==> src/sv/mvm_pkg.sv <==
// Shared types and constants of the matrix-vector multiply unit.
// No dependencies; imported by every module of the unit.
`default_nettype none

package mvm_pkg;

    localparam int unsigned MAX_SIZE_DEFAULT = 16;
    localparam int unsigned SIZE_LIMIT       = 16;
    localparam int unsigned CFG_W            = 5;
    localparam int unsigned IDX_W            = 4;
    localparam int unsigned VAL_W            = 16;
    localparam int unsigned PROD_W           = 32;
    localparam int unsigned SUM_W            = 36;
    localparam int unsigned QUEUE_DEPTH      = 4;
    // Accept edge to the edge that ends the result strobe cycle.
    localparam int unsigned RESULT_LATENCY   = 4;

    localparam logic OPC_LOAD   = 1'b0;
    localparam logic OPC_MATRIX = 1'b1;

    typedef struct packed {
        logic                    opcode;
        logic [IDX_W-1:0]        index;
        logic signed [VAL_W-1:0] value;
    } t_mvm_in;

    typedef struct packed {
        logic [IDX_W-1:0]        row_index;
        logic signed [SUM_W-1:0] row_sum;
        logic                    last_row;
    } t_mvm_out;

    // One classified request between front and back.
    typedef struct packed {
        logic                    is_load;
        logic [IDX_W-1:0]        addr;
        logic signed [VAL_W-1:0] value;
        logic                    end_row;
        logic [IDX_W-1:0]        row;
        logic                    last_row;
    } t_mvm_op;

endpackage

`default_nettype wire

==> src/sv/mvm_queue.sv <==
// Small FIFO of classified requests between the front and the back.
// Depends on mvm_pkg for the request type.
`default_nettype none

module mvm_queue #(
    parameter int unsigned DEPTH = mvm_pkg::QUEUE_DEPTH
) (
    input  logic             i_clk,
    input  logic             i_rst_n,
    input  logic             i_push,
    input  mvm_pkg::t_mvm_op i_data,
    input  logic             i_pop,
    output logic             o_full,
    output logic             o_empty,
    output mvm_pkg::t_mvm_op o_data
);
    import mvm_pkg::*;

    localparam int unsigned PTR_W = (DEPTH > 1) ? $clog2(DEPTH) : 1;
    localparam int unsigned CNT_W = $clog2(DEPTH + 1);

    t_mvm_op            r_mem [DEPTH];
    logic [PTR_W-1:0]   r_wr, n_wr, r_rd, n_rd;
    logic [CNT_W-1:0]   r_cnt, n_cnt;
    logic               do_push, do_pop;

    always_comb begin
        o_full  = (r_cnt == CNT_W'(DEPTH));
        o_empty = (r_cnt == '0);
        o_data  = r_mem[r_rd];
        do_push = i_push && !o_full;
        do_pop  = i_pop && !o_empty;
        n_wr    = r_wr;
        n_rd    = r_rd;
        n_cnt   = r_cnt;
        if (do_push) begin
            n_wr = (r_wr == PTR_W'(DEPTH - 1)) ? '0 : r_wr + PTR_W'(1);
        end
        if (do_pop) begin
            n_rd = (r_rd == PTR_W'(DEPTH - 1)) ? '0 : r_rd + PTR_W'(1);
        end
        if (do_push && !do_pop) begin
            n_cnt = r_cnt + CNT_W'(1);
        end else if (do_pop && !do_push) begin
            n_cnt = r_cnt - CNT_W'(1);
        end
    end

    always_ff @(posedge i_clk) begin
        if (do_push) begin
            r_mem[r_wr] <= i_data;
        end
    end

    always_ff @(posedge i_clk) begin
        if (!i_rst_n) begin
            r_wr  <= '0;
            r_rd  <= '0;
            r_cnt <= '0;
        end else begin
            r_wr  <= n_wr;
            r_rd  <= n_rd;
            r_cnt <= n_cnt;
        end
    end

endmodule

`default_nettype wire

==> src/sv/mvm_front.sv <==
// Front end: accepts commands, holds the size register and the row/column
// counters, and turns each command into a request. Depends on mvm_pkg.
`default_nettype none

module mvm_front #(
    parameter int unsigned MAX_SIZE = mvm_pkg::MAX_SIZE_DEFAULT
) (
    input  logic                      i_clk,
    input  logic                      i_rst_n,
    input  logic                      i_start,
    input  logic                      i_full,
    input  mvm_pkg::t_mvm_in          i_cmd,
    input  logic                      i_cfg_we,
    input  logic [mvm_pkg::CFG_W-1:0] i_cfg_wdata,
    output logic                      o_push,
    output mvm_pkg::t_mvm_op          o_op
);
    import mvm_pkg::*;

    localparam int unsigned ORDER_LIMIT = (MAX_SIZE < SIZE_LIMIT) ? MAX_SIZE : SIZE_LIMIT;

    logic [CFG_W-1:0] r_order, n_order;
    logic [IDX_W-1:0] r_col, n_col, r_row, n_row;
    logic [IDX_W-1:0] col_eff, row_eff;
    logic             accept, end_row, last_row, load_ok;

    always_comb begin
        accept   = i_start && !i_full;
        col_eff  = ({1'b0, r_col} >= r_order) ? '0 : r_col;
        row_eff  = ({1'b0, r_row} >= r_order) ? '0 : r_row;
        end_row  = ({1'b0, col_eff} + CFG_W'(1)) >= r_order;
        last_row = ({1'b0, row_eff} + CFG_W'(1)) >= r_order;
        load_ok  = 32'(i_cmd.index) < MAX_SIZE;

        n_order = r_order;
        n_col   = r_col;
        n_row   = r_row;
        o_push  = 1'b0;
        o_op    = '0;
        o_op.value = i_cmd.value;

        if (accept) begin
            if (i_cmd.opcode == OPC_LOAD) begin
                // drop loads past the end of the store
                o_push       = load_ok;
                o_op.is_load = 1'b1;
                o_op.addr    = i_cmd.index;
            end else begin
                o_push        = 1'b1;
                o_op.addr     = col_eff;
                o_op.end_row  = end_row;
                o_op.row      = row_eff;
                o_op.last_row = end_row && last_row;
                if (end_row) begin
                    n_col = '0;
                    n_row = last_row ? '0 : row_eff + IDX_W'(1);
                end else begin
                    n_col = col_eff + IDX_W'(1);
                    n_row = row_eff;
                end
            end
        end

        // a size write restarts the matrix
        if (i_cfg_we) begin
            n_col = '0;
            n_row = '0;
            if (i_cfg_wdata == '0) begin
                n_order = CFG_W'(1);
            end else if (32'(i_cfg_wdata) > ORDER_LIMIT) begin
                n_order = CFG_W'(ORDER_LIMIT);
            end else begin
                n_order = i_cfg_wdata;
            end
        end
    end

    always_ff @(posedge i_clk) begin
        if (!i_rst_n) begin
            r_order <= CFG_W'(ORDER_LIMIT);
            r_col   <= '0;
            r_row   <= '0;
        end else begin
            r_order <= n_order;
            r_col   <= n_col;
            r_row   <= n_row;
        end
    end

endmodule

`default_nettype wire

==> src/sv/mvm_back.sv <==
// Back end: vector store, registered multiply and row accumulator.
// Takes one request per cycle from the queue. Depends on mvm_pkg.
`default_nettype none

module mvm_back #(
    parameter int unsigned MAX_SIZE = mvm_pkg::MAX_SIZE_DEFAULT
) (
    input  logic              i_clk,
    input  logic              i_rst_n,
    input  logic              i_valid,
    input  mvm_pkg::t_mvm_op  i_op,
    input  logic              i_clear,
    output logic              o_pop,
    output logic              o_valid,
    output mvm_pkg::t_mvm_out o_result
);
    import mvm_pkg::*;

    localparam int unsigned STORE_DEPTH = (MAX_SIZE < SIZE_LIMIT) ? MAX_SIZE : SIZE_LIMIT;
    localparam int unsigned ADDR_W      = $clog2(STORE_DEPTH);

    logic signed [VAL_W-1:0]  r_store [STORE_DEPTH];
    logic signed [VAL_W-1:0]  r_s1_data;
    t_mvm_op                  r_s1_op;
    logic                     r_s1_valid;
    logic signed [PROD_W-1:0] r_s2_prod, n_prod;
    t_mvm_op                  r_s2_op;
    logic                     r_s2_valid;
    logic signed [SUM_W-1:0]  r_acc, n_acc, n_sum;
    logic                     r_valid, n_valid;
    t_mvm_out                 r_result, n_result;

    assign o_pop    = i_valid;
    assign o_valid  = r_valid;
    assign o_result = r_result;

    // store write for loads, registered read for matrix elements
    always_ff @(posedge i_clk) begin
        if (i_valid && i_op.is_load) begin
            r_store[i_op.addr[ADDR_W-1:0]] <= i_op.value;
        end
        r_s1_data <= r_store[i_op.addr[ADDR_W-1:0]];
        r_s1_op   <= i_op;
        r_s2_prod <= n_prod;
        r_s2_op   <= r_s1_op;
        r_result  <= n_result;
    end

    always_comb begin
        n_prod = $signed(r_s1_op.value) * $signed(r_s1_data);
        n_sum  = r_acc + $signed({{(SUM_W - PROD_W){r_s2_prod[PROD_W-1]}}, r_s2_prod});

        n_acc = r_acc;
        if (r_s2_valid) begin
            n_acc = r_s2_op.end_row ? '0 : n_sum;
        end
        if (i_clear) begin
            n_acc = '0;
        end

        n_valid            = r_s2_valid && r_s2_op.end_row;
        n_result.row_index = r_s2_op.row;
        n_result.row_sum   = n_sum;
        n_result.last_row  = r_s2_op.last_row;
    end

    always_ff @(posedge i_clk) begin
        if (!i_rst_n) begin
            r_s1_valid <= 1'b0;
            r_s2_valid <= 1'b0;
            r_valid    <= 1'b0;
            r_acc      <= '0;
        end else begin
            r_s1_valid <= i_valid && !i_op.is_load;
            r_s2_valid <= r_s1_valid;
            r_valid    <= n_valid;
            r_acc      <= n_acc;
        end
    end

endmodule

`default_nettype wire

==> src/sv/matrix_vector_multiply_unit.sv <==
// Result path: a matrix element that closes a row passes the queue write (at its accept
// edge), the store read, the multiply and the accumulate register in that order, and
// its row sum is then strobed on o_valid. Loads give none.
// Throughput: one command per cycle; the back end drains one queue entry per
// cycle, so busy stays low under any command stream.
// Reset: size goes to the largest order, counters and accumulator clear, and
// the vector store holds nothing valid until loaded (no clearing pass).
`default_nettype none

module matrix_vector_multiply_unit #(
    parameter int unsigned MAX_SIZE = mvm_pkg::MAX_SIZE_DEFAULT
) (
    input  logic                      i_clk,
    input  logic                      i_rst_n,
    input  logic                      start,
    output logic                      busy,
    input  mvm_pkg::t_mvm_in          i_cmd,
    input  logic                      i_cfg_we,
    input  logic [mvm_pkg::CFG_W-1:0] i_cfg_wdata,
    output logic                      o_valid,
    output mvm_pkg::t_mvm_out         o_result
);
    import mvm_pkg::*;

    logic    push, pop, q_full, q_empty;
    t_mvm_op front_op, back_op;

    mvm_front #(
        .MAX_SIZE (MAX_SIZE)
    ) u_front (
        .i_clk       (i_clk),
        .i_rst_n     (i_rst_n),
        .i_start     (start),
        .i_full      (q_full),
        .i_cmd       (i_cmd),
        .i_cfg_we    (i_cfg_we),
        .i_cfg_wdata (i_cfg_wdata),
        .o_push      (push),
        .o_op        (front_op)
    );

    mvm_queue #(
        .DEPTH (QUEUE_DEPTH)
    ) u_queue (
        .i_clk   (i_clk),
        .i_rst_n (i_rst_n),
        .i_push  (push),
        .i_data  (front_op),
        .i_pop   (pop),
        .o_full  (q_full),
        .o_empty (q_empty),
        .o_data  (back_op)
    );

    mvm_back #(
        .MAX_SIZE (MAX_SIZE)
    ) u_back (
        .i_clk    (i_clk),
        .i_rst_n  (i_rst_n),
        .i_valid  (!q_empty),
        .i_op     (back_op),
        .i_clear  (i_cfg_we),
        .o_pop    (pop),
        .o_valid  (o_valid),
        .o_result (o_result)
    );

    assign busy = q_full;

endmodule

`default_nettype wire

==> config.mk <==
export PLATFORM = sky130hd
export DESIGN_NAME = matrix_vector_multiply_unit
export DESIGN_NICKNAME = d
export VERILOG_FILES = /design/src/sv/mvm_pkg.sv /design/src/sv/mvm_queue.sv /design/src/sv/mvm_front.sv /design/src/sv/mvm_back.sv /design/src/sv/matrix_vector_multiply_unit.sv
export SDC_FILE = /design/constraint.sdc
export NUM_CORES = 1
export LEC_CHECK = 0
export BUFFER_PORTS_ARGS = -buffer_cell sky130_fd_sc_hd__buf_4
export CAP_MARGIN = 20
export CORE_MARGIN = 5
export CORE_UTILIZATION = 45
export CTS_BUF_LIST = sky130_fd_sc_hd__clkbuf_4 sky130_fd_sc_hd__clkbuf_8 sky130_fd_sc_hd__clkbuf_16
export DETAILED_ROUTE_END_ITERATION = 8
export PLACE_DENSITY_LB_ADDON = 0.05
export SLEW_MARGIN = 0
export SYNTH_ARGS = -nofsm -noshare
export SYNTH_HDL_FRONTEND = slang
export SYNTH_HIERARCHICAL = 1
export SYNTH_SLANG_ARGS = --single-unit
==> constraint.sdc <==
create_clock -name i_clk -period 7.7 [get_ports i_clk]
set_input_delay 1.54 -clock i_clk [delete_from_list [all_inputs] [get_ports i_clk]]
set_output_delay 1.54 -clock i_clk [all_outputs]
set_load 0.02 [all_outputs]
Word-level counts from Yosys, hierarchy flattened --
Memories as Yosys holds them, arrays and structs flattened. A register that Yosys moved wholly into a read port is not among the register bits. Index checks and enable logic that the tools add are counted.
Word-level totals: memory bits (writable) 364, output and inout bits 43, word-level logic and storage cells 83, register bits 160, memories 2, input bits 30
Operators by class: $lt $le $gt $ge 5, reductions and logical operators 17, bitwise operators 1, multipliers 1, muxes and demuxes 24, $add $sub $neg 9, equal/unequal tests 3
Memory list:
- u_back.r_store | words 16, width 16, rd ports 1, clocked after Yosys merged registers in 1, wr ports 1, line mvm_back.sv:22 | logic signed [VAL_W-1:0] r_store [STORE_DEPTH];
- u_queue.r_mem | words 4, width 27, rd ports 1, clocked after Yosys merged registers in 1, wr ports 1, line mvm_queue.sv:22 | t_mvm_op r_mem [DEPTH];
Operator list (number):
- adder 36 x 32 -> 36 bit | 1
- 2-to-1 mux 36 bit | 1
- multiplier 16 x 16 -> 32 bit | 1
- 2-to-1 mux 4 bit | 6
- 2-to-1 mux 5 bit | 3
- 2-to-1 mux 6 bit | 2
- adder 4 x 1 -> 5 bit, second input constant | 2
- >= comparator 4 x 5 -> 1 bit | 2
- >= comparator 5 bit | 2
- adder 4 x 1 -> 4 bit, second input constant | 2
- logical AND 1 bit | 8
- 2-to-1 mux 2 bit | 4
- 2-to-1 mux 1 bit | 6
- 2-to-1 mux 3 bit | 2
- > comparator 5 bit, second input constant | 1
- logical NOT 5 bit | 1
- adder 2 x 1 -> 2 bit, second input constant | 2
- == test 2 bit, second input constant | 2
- logical NOT 1 bit | 4
- adder 3 x 1 -> 3 bit, second input constant | 1
- == test 3 bit, second input constant | 1
- logical NOT 3 bit | 1
- subtractor 3 x 1 -> 3 bit, second input constant | 1
- AND reduction 2 bit | 1
- 3 further kinds | 3

Longest topological paths before layout --
Gate-level depths: netlist (run 1).
word-level depth 9, gate-level depth with buffers 25, mapped depth without buffers 24

Modules after synthesis --
Netlist (run 1), hierarchy kept.
By module, submodules not included:
- mvm_back | cells an instance 1975, sequential area each 10810.4 µm², area an instance 24965.2 µm², times used 1
- mvm_queue | cells an instance 192, sequential area each 3423.3 µm², area an instance 4424.2 µm², times used 1
- mvm_front | cells an instance 176, sequential area each 260.2 µm², area an instance 1398.8 µm², times used 1
- matrix_vector_multiply_unit | cells an instance 1, sequential area each 0.0 µm², area an instance 3.8 µm², times used 1

Worst setup path before layout (run 1) --
Ideal clock, no wire load.
path type register to register, from register u_back/r_s1_op[16] (netlist bit), to register u_back.r_s2_prod[29], slack 1.785 ns, clock period less this slack 5.915 ns, stages on the path, launching flop included 22, library setup time 0.095 ns, data required time 7.605 ns, arrival time 5.820 ns, buffers on the path 1, cell sequence dfxtp_1 > clkbuf_1 > nand2_1 > fa_1 > fa_1 > fa_1 > fa_1 > inv_1 > fa_1 > inv_1 > fa_1 > inv_1 > ha_1 > and3_1 > a221o_1 > a21oi_1 > o21ai_0 > o21ai_0 > a311oi_1 > and2_1 > o21ai_0 > a221oi_1
On the way: cells in the longest elaborated chain, start to end 1
Ends and longest elaborated chain:
- start: declaration | line mvm_back.sv:24 | t_mvm_op r_s1_op;
- start signal: assignment | line mvm_back.sv:43 | r_s1_op <= i_op;
- multiplier 16 x 16 -> 32 bit | line mvm_back.sv:50 | n_prod = $signed(r_s1_op.value) * $signed(r_s1_data);
- net u_back.n_prod[29] | line mvm_back.sv:26 | logic signed [PROD_W-1:0] r_s2_prod, n_prod;
- end signal: assignment | line mvm_back.sv:44 | r_s2_prod <= n_prod;
- end: declaration | line mvm_back.sv:26
The timed path passes the listed nets, and every way through them passes these cells. A chain may end at the register's enable or synchronous reset.

Final worst setup path (run 1) --
from register u_back.r_s1_data[2], read port of u_back.r_store, to register u_back.r_s2_prod[29]
On the way: cells in the longest elaborated chain, start to end 1
Ends and longest elaborated chain:
- start: declaration | line mvm_back.sv:23 | logic signed [VAL_W-1:0] r_s1_data;
- multiplier 16 x 16 -> 32 bit | line mvm_back.sv:50
- net u_back.n_prod[29] | line mvm_back.sv:26
The timed path passes the listed nets, and every way through them passes these cells.

==> results.cfg, run 1 <==
[global_routing]
vias_in_the_first_global_route = 18800
grt.total_usage_pct = 18.5
grt_start_max_net_pins = 47
remaining_global_route_overflow = 0
grt_antenna_before_repair = 0
wire_length_of_the_first_global_routing_pass_microns = 108000

[timing]
achievable-frequency_ghz = 0.149
maxSlewHeadroom_pct = 33.9
worst-slew-pin-transition_ps = 987
final.min_clock_period_ps = 6730
rsz_0062_raised_after_global_routing = false
timing.final.setup_violations = 0
period_share_pct = 87.4
setup-tns-final_ps = 0
final_max_slew_viol_count = 0
final.hold.worst_slack_ps = 328
timing.final.hold_violations = 0
worst_slack_ps = 969
final_skew_ps = 79.3

[clocking]
clk_latency_ps = 660
clockRootBuffer = clkbuf_16
cts_made_buffers = 59
cts_resized = 0
htreeDepth = 2
clkSlewWorstSetupHoldPaths_ps = 70
cts-hold-fix-buffers = 0
cts_setup_buffers = 0
tritoncts = done
ctsLongestPathBuffers = 3
clock_sink_count = 542

[layout]
finish.net_count = 2855
n_antenna_cell = 0
drive_above_1_share_pct = 13.4
area_growth_syn_to_layout_pct = 11.3
layout.cell_area.non_filler_sq_um = 34300

[logic_synthesis]
asyncSetResetFlopFracSynth_pct = 0
synth.cell_area_sq_um = 30800
synth_edf_count = 364
syn_avg_cell_area_sq_um = 13.1
count_of_distinct_cell_types_in_the_synthesized_netlist = 79
ys_warn_count = 6
synth_largest_type_area_fraction_pct = 35.5
ys_seq_area_share_pct = 47.1
synthTopCellsByArea = edfxtp_1 35%, fa_1 17%, dfxtp_1 12%
postSynthNetCount = 2781
synthesis.instances = 2344
flip_flop_and_latch_count_after_synthesis = 542
synth_largest_area_cell = edfxtp_1
synth_ff_type = edfxtp_1

[worst_setup_path]
reg2reg_slack_ps = 970
classification_of_the_worst_setup_path = register to register
critPathRequiredTime_ps = 8210
startpoint_type = register
crit_arrival_ps = 7240
worstReg2RegEnd = u_back/r_s2_prod[29]
rr_worst_depth = 20
endpoint_kind = register
r2r-start = u_back/r_s1_data[2]
timing.critical_path.fanout_max = 16

[detailed_routing]
avgViaCountPerCell = 5.23
detail-route-antenna-nets = 0
routed_wirelength_microns = 67300
detailedRoute.firstPassIterationCount = 5
post_dr_wirelength_cell_microns = 20.1
route.detailed.drc = 0
dr.first_iter.drc_count = 986
dr_total_vias = 17500

[floorplanning]
pin_count = 73
die_area_sq_um = 73800
initial_utilization_pct = 45.1
core_area_sq_um = 68200
floorplan.die.width_microns = 272
floorplan.die.height_microns = 272
placement_rows = 96

[placement]
hpwlAfterDp_microns = 48900
portBuffers = 72
gp_weighted_congestion = 0.852
placedInstanceArea_sq_um = 32300
preCtsSetupSlack_ps = 951

[hold_path]
min_delay_worst_endpoint = u_back/o_result[0]
hold_start = u_back/n_result[0]
holdPathStages = 0
hold_path_class = register to register

[run]
max-cap-violations = 0

[run_status]
run_status = completed
worst max path at each step:
stage                                    from                   end
after floorplan            u_back/r_s1_op[16]  u_back/r_s2_prod[29]
after global placement    u_back/r_s1_data[1]  u_back/r_s2_prod[29]
after detailed placement  u_back/r_s1_data[2]  u_back/r_s2_prod[29]
after CTS                 u_back/r_s1_data[2]  u_back/r_s2_prod[29]
after global routing      u_back/r_s1_data[2]  u_back/r_s2_prod[29]
final                     u_back/r_s1_data[2]  u_back/r_s2_prod[29]
layer usage:
| metal | part of all wire (%) | track usage (%) | up-vias |
|---|---|---|---|
| met3 | 3.6 | 2.26 | 78 |
| met1 | 45 | 25.5 | 9010 |
| met4 | 1.9 | 4.22 | 0 |
| met2 | 50 | 31.7 | 315 |
| li1 | - | - | 8128 |
| met5 | 0 | 0 | - |
kinds of logic after synthesis:
logic type	count (synthesis)	synth area share (%)
AO/OA/AOI/OAI	255	5.55
flip-flops	542	47.1
XOR/XNOR	74	2.10
buffers and inverters	433	5.64
AND/OR/NAND/NOR	522	8.59
adder cells (fa/ha/maj)	407	23.0
multiplexers	111	8.06
final cells by class:
cell class	instances	area, sq um
fillers	5873	33900
multi-input cells	1369	14600
flip-flops and latches	542	14500
clock buffers	81	1690
inverters	339	1270
well taps	882	1100
repair buffers	107	803
clock inverters	29	337
sequential cells by signal, indices dropped and copies added (netlist names), named ones only:
signal / flops
u_queue/r_cnt: 3
u_back/r_store: 256
u_queue/r_mem: 108
u_front/r_order: 5
u_back/r_acc: 36
u_back/r_s2_valid: 1
u_back/o_valid: 1
u_back/r_s2_prod: 32
u_queue/r_wr: 2
u_back/r_s1_op: 22
u_front/r_row: 4
u_back/o_result: 41
u_back/r_s1_data: 16
u_back/n_result: 5
u_back/r_s1_valid: 1
u_queue/r_rd: 2
u_back/r_s2_op: 1
u_front/r_col: 4
metrics by stage:
step	cells	util [%]
detailed placement	3239	47.3
floorplan	2344	-
CTS	3349	50.2
global route	3349	50.2
finish	3349	50.2
global placement	3239	47.3
critical path, stage by stage (launching register included):
cell      delay [ps]
dfxtp_1          740
nand2_1          170
fa_1             530
fa_1             580
fa_1             460
fa_1             550
inv_1             50
fa_1             470
inv_1             50
fa_1             470
inv_1             40
ha_1             350
and3_1           230
a221o_1          180
a21oi_1           70
o21ai_0          370
o21ai_0          280
a311oi_1         470
and2_1           220
o21ai_0           90
a221oi_1         280
layout by cell type (no fill, tap or decap), types with 13 or more instances in the layout:
cell type  netlist  routed
nand2_1        162     162
a21o_1          34      34
buf_4           17     107
edfxtp_1       364     364
nand3_1         22      22
fa_1           264     264
nor2_1          83      83
xnor2_1         57      57
a21oi_1         79      79
and2_1         140     140
inv_1          339     339
o21ai_0         41      41
nor2b_1         33      33
clkbuf_16        0      59
a22o_1          14      14
mux4_2         100      99
dfxtp_1        178     177
and3_1          13      13
ha_1           143     143
nand2b_1        23      23
clkbuf_4         0      15
xor2_1          17      17
cells in the mapped netlist, types with 13 or more instances:
cell type	instances
buf_4	17
a22o_1	14
inv_1	339
nand2b_1	23
a21oi_1	79
nor3_1	15
a21o_1	34
dfxtp_1	178
ha_1	143
fa_1	264
nand2_1	162
nor2_1	83
xor2_1	17
nand3_1	22
clkbuf_1	61
xnor2_1	57
mux4_2	100
edfxtp_1	364
nor2b_1	33
and2_1	140
o21ai_0	41
and3_1	13
Power of run 1 is left out: the tool's default activity adds up to more than one toggle a clock period on the data nets, which glitch-free logic cannot reach.
==> run 2, diff against run 1 <==
Settings changed: MAX_ROUTING_LAYER from default to met4.
==> run 2 against run 1 <==
Critical path type unchanged. Register-to-register slack worse by 20 ps. Sequential cell count did not move. Cell count barely moved. First-iteration DRC count increased by 5.1%. Global-route usage grew 0.27 points.
==> results.cfg, run 2 (synthesized netlist as in run 1, its figures left out) <==
[run_status]
run_status = completed

[global_routing]
grt_start_max_net_pins = 46
grt.total_usage_pct = 18.8
vias_in_the_first_global_route = 18800
remaining_global_route_overflow = 0
wire_length_of_the_first_global_routing_pass_microns = 107000
grt_antenna_before_repair = 1

[timing]
worst_slack_ps = 945
rsz_0062_raised_after_global_routing = false
period_share_pct = 87.7
final_skew_ps = 34.5
timing.final.setup_violations = 0
maxSlewHeadroom_pct = 36.5
final_max_slew_viol_count = 0
achievable-frequency_ghz = 0.148
final.min_clock_period_ps = 6750
worst-slew-pin-transition_ps = 952
setup-tns-final_ps = 0
timing.final.hold_violations = 0

[worst_setup_path]
endpoint_kind = register
startpoint_type = register
classification_of_the_worst_setup_path = register to register
slowest_delay_ps = 730
critPathRequiredTime_ps = 8210
path_cells = nand2_1 -> fa_1 -> fa_1 -> fa_1 -> inv_1 -> fa_1 -> fa_1 -> inv_1 -> fa_1 -> inv_1 -> ha_1 -> and3_1 -> a221o_1 -> a21oi_1 -> o21ai_0 -> o21ai_0 -> a311oi_1 -> and2_1 -> o21ai_0 -> a221oi_1
critical_path.most_common_cell = fa_1
crit_arrival_ps = 7270
timing.critical_path.fanout_max = 16
standard_cell_with_the_maximum_stage_delay_on_the_critical_path = dfxtp_1

[layout]
seq_area_sq_um = 14500
nFillCells = 5948
area_growth_syn_to_layout_pct = 11.3
drive_above_1_share_pct = 13.5
largest_register_ffs = 256
layout.cells.most_common = edfxtp_1
most-common-layout-cells = 364 x edfxtp_1, 339 x inv_1, 264 x fa_1
layout.cell_area.non_filler_sq_um = 34300
area_used_by_multi_input_combinational_logic_sq_um = 14600
finish.net_count = 2858
post-route-util_pct = 50.2

[clocking]
htreeDepth = 2
clock_sink_count = 542
clk_latency_ps = 640
tritoncts = done
clockRootBuffer = clkbuf_16
ctsLongestPathBuffers = 3
cts_made_buffers = 59
cts-hold-fix-buffers = 0
clkSlewWorstSetupHoldPaths_ps = 70
cts_resized = 0
cts_setup_buffers = 0

[detailed_routing]
route.detailed.drc = 0
post_dr_wirelength_cell_microns = 19.8
dr.first_iter.drc_count = 1036
routed_wirelength_microns = 66200
wl_met3_microns = 2540
met1_length_microns = 29800
dr_total_vias = 17500
detail-route-antenna-nets = 0
avgViaCountPerCell = 5.21
detailedRoute.firstPassIterationCount = 5
met2RoutedLength_microns = 32000
top_signal_layer_used = met4

[floorplanning]
initial_utilization_pct = 45.1
placement_rows = 96
floorplan.die.height_microns = 272
die_area_sq_um = 73800
core_area_sq_um = 68200
pin_count = 73
floorplan.die.width_microns = 272

[placement]
gp_weighted_congestion = 0.834
preCtsSetupSlack_ps = 870
placedInstanceArea_sq_um = 32300
portBuffers = 72
hpwlAfterDp_microns = 49200

[hold_path]
hold_path_class = register to register

[run]
max-cap-violations = 0
run 2: area by class of cell:
type,count,share of cell area [%]
Sequential cell,542,42.3
Clock buffer,81,4.90
Antenna cell,1,0.00730
Timing Repair Buffer,110,2.41
Inverter,339,3.71
Multi-Input combinational cell,1369,42.5
Clock inverter,27,0.924
Tap cell,882,3.22
run 2: metrics by stage:
step | hold slack (ps) | instances
4_1_cts | 326 | 3350
2_1_floorplan | 310 | 2344
3_3_place_gp | 312 | 3242
6_report | 326 | 3351
5_1_grt | 331 | 3351
3_5_place_dp | 312 | 3242
run 2: worst max-delay path: cells and delay by family, from the launching register on:
kind / cells / cell delay, ps
fa+ha+maj: 7 / 3380
buf+inv: 3 / 150
compound gates: 7 / 1780
simple gates: 3 / 610
flops: 1 / 730
run 2: path summary, 6_finish.rpt:
check	from	end	slack (ps)	cells past startpoint
setup / recovery	u_back/r_s1_op[18]	u_back/r_s2_prod[29]	950	20
hold reg to reg	u_back/n_result[0]	u_back/o_result[0]	330	0
setup reg to reg	u_back/r_s1_op[18]	u_back/r_s2_prod[29]	950	20
hold / removal	u_back/n_result[0]	u_back/o_result[0]	330	0
run 2: routing by layer:
layer | track usage (%) | up-vias
li1 | - | 8128
met1 | 24.9 | 8902
met2 | 30.6 | 310
met3 | 2.70 | 121
met4 | 5.44 | 0
met5 | - | -
Power of run 2 is left out for the same reason.
